**src/rtl/core/mfb_pkg.sv**
```systemverilog
// Shared types and constants for the monochrome frame store with rotation.
// No dependencies.
`timescale 1ns / 1ps

package mfb_pkg;

	localparam int DEF_PANEL_WIDTH  = 160;
	localparam int DEF_PANEL_HEIGHT = 160;

	localparam int COORD_W   = 10;
	localparam int PAD_EVERY = 20;
	localparam int PAD_CNT_W = 5;

	typedef enum logic [1:0] {
		OP_DRAW        = 2'd0,
		OP_FLUSH_BEGIN = 2'd1,
		OP_FLUSH_STEP  = 2'd2
	} mfb_op_t;

	localparam logic [1:0] CFG_ROTATION = 2'd0;
	localparam logic [1:0] CFG_MIRROR_X = 2'd1;
	localparam logic [1:0] CFG_MIRROR_Y = 2'd2;

	localparam logic [7:0] FLUSH_CMDS [4] = '{8'h60, 8'h70, 8'h12, 8'h05};
	localparam logic [7:0] PAD_BYTE = 8'h00;

	typedef enum logic {
		ALU_ADD,
		ALU_SUB
	} mfb_alu_op_t;

	typedef enum logic [3:0] {
		ST_CLEAR,
		ST_IDLE,
		ST_MAPC,
		ST_MAPR,
		ST_ADDR,
		ST_RD,
		ST_WR,
		ST_CMD,
		ST_FRD,
		ST_DATA,
		ST_PAD
	} mfb_state_t;

endpackage

```
**src/rtl/core/mfb_alu.sv**
```systemverilog
// Shared add/subtract unit used by the sequencer for the store index and coordinate steps.
// Depends on mfb_pkg.
`timescale 1ns / 1ps

module mfb_alu #(
	parameter int W = 12
) (
	input  mfb_pkg::mfb_alu_op_t op,
	input  logic signed [W-1:0]  a,
	input  logic signed [W-1:0]  b,
	output logic signed [W-1:0]  y
);
	import mfb_pkg::*;

	always_comb begin
		case (op)
			ALU_SUB: y = a - b;
			default: y = a + b;
		endcase
	end

endmodule

```
**config.mk**
```make
export PLATFORM = sky130hd
export DESIGN_NAME = mfb_alu
export DESIGN_NICKNAME = d
export VERILOG_FILES = /design/src/rtl/core/mfb_pkg.sv /design/src/rtl/core/mfb_alu.sv
export SDC_FILE = /design/constraint.sdc
export NUM_CORES = 1
export LEC_CHECK = 0
export BUFFER_PORTS_ARGS = -buffer_cell sky130_fd_sc_hd__buf_2
export CORE_MARGIN = 5
export CORE_UTILIZATION = 49
export DETAILED_ROUTE_END_ITERATION = 12
export PLACE_DENSITY = 0.82
export SLEW_MARGIN = 20
export SYNTH_ARGS = -nofsm -noshare
export SYNTH_HDL_FRONTEND = slang
export SYNTH_SLANG_ARGS = --single-unit
```
**constraint.sdc**
```tcl
create_clock -name vclk -period 3
set_input_delay 0.3 -clock vclk [all_inputs]
set_output_delay 0.3 -clock vclk [all_outputs]
set_load 0.03 [all_outputs]
```
* Yosys cells after proc, flatten, opt, wreduce, memory -nomap -nowiden
Cells that the tools add are included.
Storage, ports and cells: register bits 0, input port bits 25, output and inout bits 12, logic and storage cells 3
Cells by class: add/sub/neg operators 2, multiplexer cells 1
Operator list (count):
- adder 12 bit | 1
- two-way mux 12 bit | 1
- subtractor 12 bit | 1

* Logic depth before layout (Yosys ltp)
word-level depth 2, gate-level depth with buffers 13, gate-level depth less buffers 13

* Worst setup path before layout
OpenSTA, ideal clock, no wires.
kind in2out, start input b[0], end output y[10], data arrival time 2.683 ns, data required time 2.700 ns, path slack 0.017 ns, cell stages on the path 13, buffers on the path 0, cell sequence inv_1 -> ha_1 -> nand2b_1 -> or4_1 -> nor3_1 -> nor2_1 -> xnor2_1 -> ha_1 -> and3_2 -> o21a_1 -> a211oi_1 -> o21bai_1 -> xor2_1
Between the ends: longest elaborated chain between the ends 2, elaborated cells between the ends (all ways) 3, those cells by class add/sub: 2; mux: 1
Ends and longest elaborated chain:
- start: declaration | line mfb_alu.sv:10 | input logic signed [W-1:0] b,
- adder 12 bit / subtractor 12 bit (equally long branches) | line mfb_alu.sv:18, mfb_alu.sv:17
- two-way mux 12 bit (*) | line mfb_alu.sv:16 | case (op)
- end: declaration | line mfb_alu.sv:11 | output logic signed [W-1:0] y
Every way passes the cells marked *; elsewhere a longest branch is shown, timed or not.

* Worst setup path after layout
start input b[1], end output y[11]
Same word-level chain as after synthesis.

==> results.ini <==
[route]
initialDrtViolationCount=7
wl_per_cell_microns=13.5
first_pass_iters=4
ant_nets=0
via_count=889
drc_errors=0
wl_mm=2.21
vias_per_cell=5.42

[finish]
fin_cells=164
nNetsFinal=188
clock_buffer_count=0
multi_input_area_sq_um=758
syn_to_final_growth_pct=49.9
seq_cells=0
regArea_sq_um=0
fin_area_sq_um=1100
antennaDiodeCount=0
layout-drive-gt1-share_pct=44.6
final_util_pct=75.1
mostFrequentLayoutCells=buf_2, buf_4, xnor2_1
layout_commonest_cell=buf_2
n_fill_cell=116

[worst_hold_path]
holdPathStages=3
hold_end=y[1]
hold_start=a[1]
hp-class=input pin to output port

[sta]
relSlewSlack_pct=71.8
fin_ws_ns=-0.110
tns_ns=-0.204
maxSlewViolCount=0
fin_crit_ns=3.11
whs_ns=1.05
tightest_slew_ns=0.424
rsz0062_at_grt=yes
hold_viol=0
final-setup-viol-count=2
clock.fmax_ghz=0.322
finalCritPeriodShare_pct=104

[grt]
grt_first_pass_wirelength_mm=3.44
grt_max_degree=12
antenna_found_initial=0
grt_pass1_vias=851
grt_overflow=0
track_usage_pct=16.9

[synth]
yosys.area.top_type=ha_1
ys_types=29
yosysSeqAreaShare_pct=0
yosys_warnings=0
synth_fp_nets=138
netlist_area_sq_um=737
synth_cells=100
synth_top_area_share_pct=20.4
synthTopCellsByArea=ha_1, xnor2_1, nor2_1, a21oi_1, xor2_1
syn_avg_cell_area_sq_um=7.37

[critical_path]
critPathKind=input pin to output port
required_ns=2.70
cp-start-kind=input pin
cp_max_fo=3
path_common_cell=xnor2_1
cp_slowest_cell=or4_4
end_kind=output port
path_buf_inv=3
slowest_delay_ns=0.44
critical_path.cell_chain=buf_6 -> inv_4 -> ha_4 -> nand2b_4 -> or4_4 -> nor2b_4 -> xnor2_1 -> ha_1 -> a211oi_2 -> o21bai_1 -> a21o_1 -> a221oi_2 -> xnor2_1 -> buf_4
cp_top_family=compound AO/OA/AOI/OAI gates
critPathArrivalTime_ns=2.81

[power]
leakage_nw=0.543
finalPower_mw=0.405
peakVddDrop_v=0.000194
pwr_density_cell_nw_per_um2=367

[placed_design]
routabilityCongestion=0.878
place_inst=161
io_buffers=37
dpl_worst_slack_ns=-0.233
dpl_cell_area_sq_um=1000
dpl.hpwl_mm=1.81

[outcome]
violations=setup timing
status=complete, but fails checks

[floorplan]
ios=37
placementRows=14
coreArea_sq_um=1470
fp.dieW_microns=48.8
fp.dieArea_sq_um=2380
die_h_microns=48.8
initial_core_util_pct=50.1

[job]
cap_violations=0

[cts]
cts_hold_buffers=0

==> worst min-delay path: stages <==
cell and delay (ns):
buf_2 0.11, fa_1 0.16, buf_2 0.19
==> area by class of cell <==
cell class	instances	area share [%]
multi-input combinational	92	68.6
timing repair buffer	49	27.0
inverter	7	2.60
tap	16	1.81
==> cell usage after synthesis (all sizes together) <==
cell type	number
a221oi	1
a21o	2
o31ai	2
a211oi	4
a31oi	1
buf	1
or4	1
or2	1
fa	1
nor2b	4
xnor2	15
mux2i	1
nor3	4
and4bb	1
and3	2
xor2	4
nand2b	2
o21a	2
inv	7
a21oi	9
nor2	14
o21ai	6
o21bai	2
ha	12
a21boi	1
==> report_power, final <==
group | switching (mW) | internal (mW) | leakage, nW
Sequential | 0 | 0 | 0
Combinational | 0.237 | 0.168 | 0.543
Clock | 0 | 0 | 0
Total | 0.237 | 0.168 | 0.543
==> routing by layer <==
metal / GRT usage [%] / vias to the layer above / part of all wire [%]
met5: 0 / - / 0
met4: 6.28 / 0 / 3.6
met3: 0.612 / 8 / 4.2
met2: 33.5 / 31 / 54
met1: 18.2 / 396 / 38
li1: - / 454 / -
==> kinds of logic after synthesis <==
kind of cell	synth area share, %
compound gates	27.7
xor+xnor	22.6
fa+ha+maj	23.1
buf+inv	4.24
mux	1.36
simple gates	21.1
==> how the worst max path moves through the flow <==
| stage | startpoint | to | slack (ns) | depth (start not counted) |
|---|---|---|---|---|
| after floorplan | b[0] | y[10] | 0.02 | 13 |
| after global placement | b[0] | y[11] | -0.12 | 14 |
| after detailed placement | b[1] | y[11] | -0.23 | 14 |
| after CTS | b[1] | y[11] | -0.04 | 14 |
| after global routing | b[1] | y[11] | -0.23 | 14 |
| final | b[1] | y[11] | -0.11 | 14 |
==> repair_timing <==
item                                    4_1_cts  5_1_grt
pin swaps                                     8        8
gates resized for setup                      15        6
endpoints found under the setup margin        3        4
gates cloned                                  0        0
setup buffers                                 1        2
Note: power is estimated with default switching activity, not from simulation.
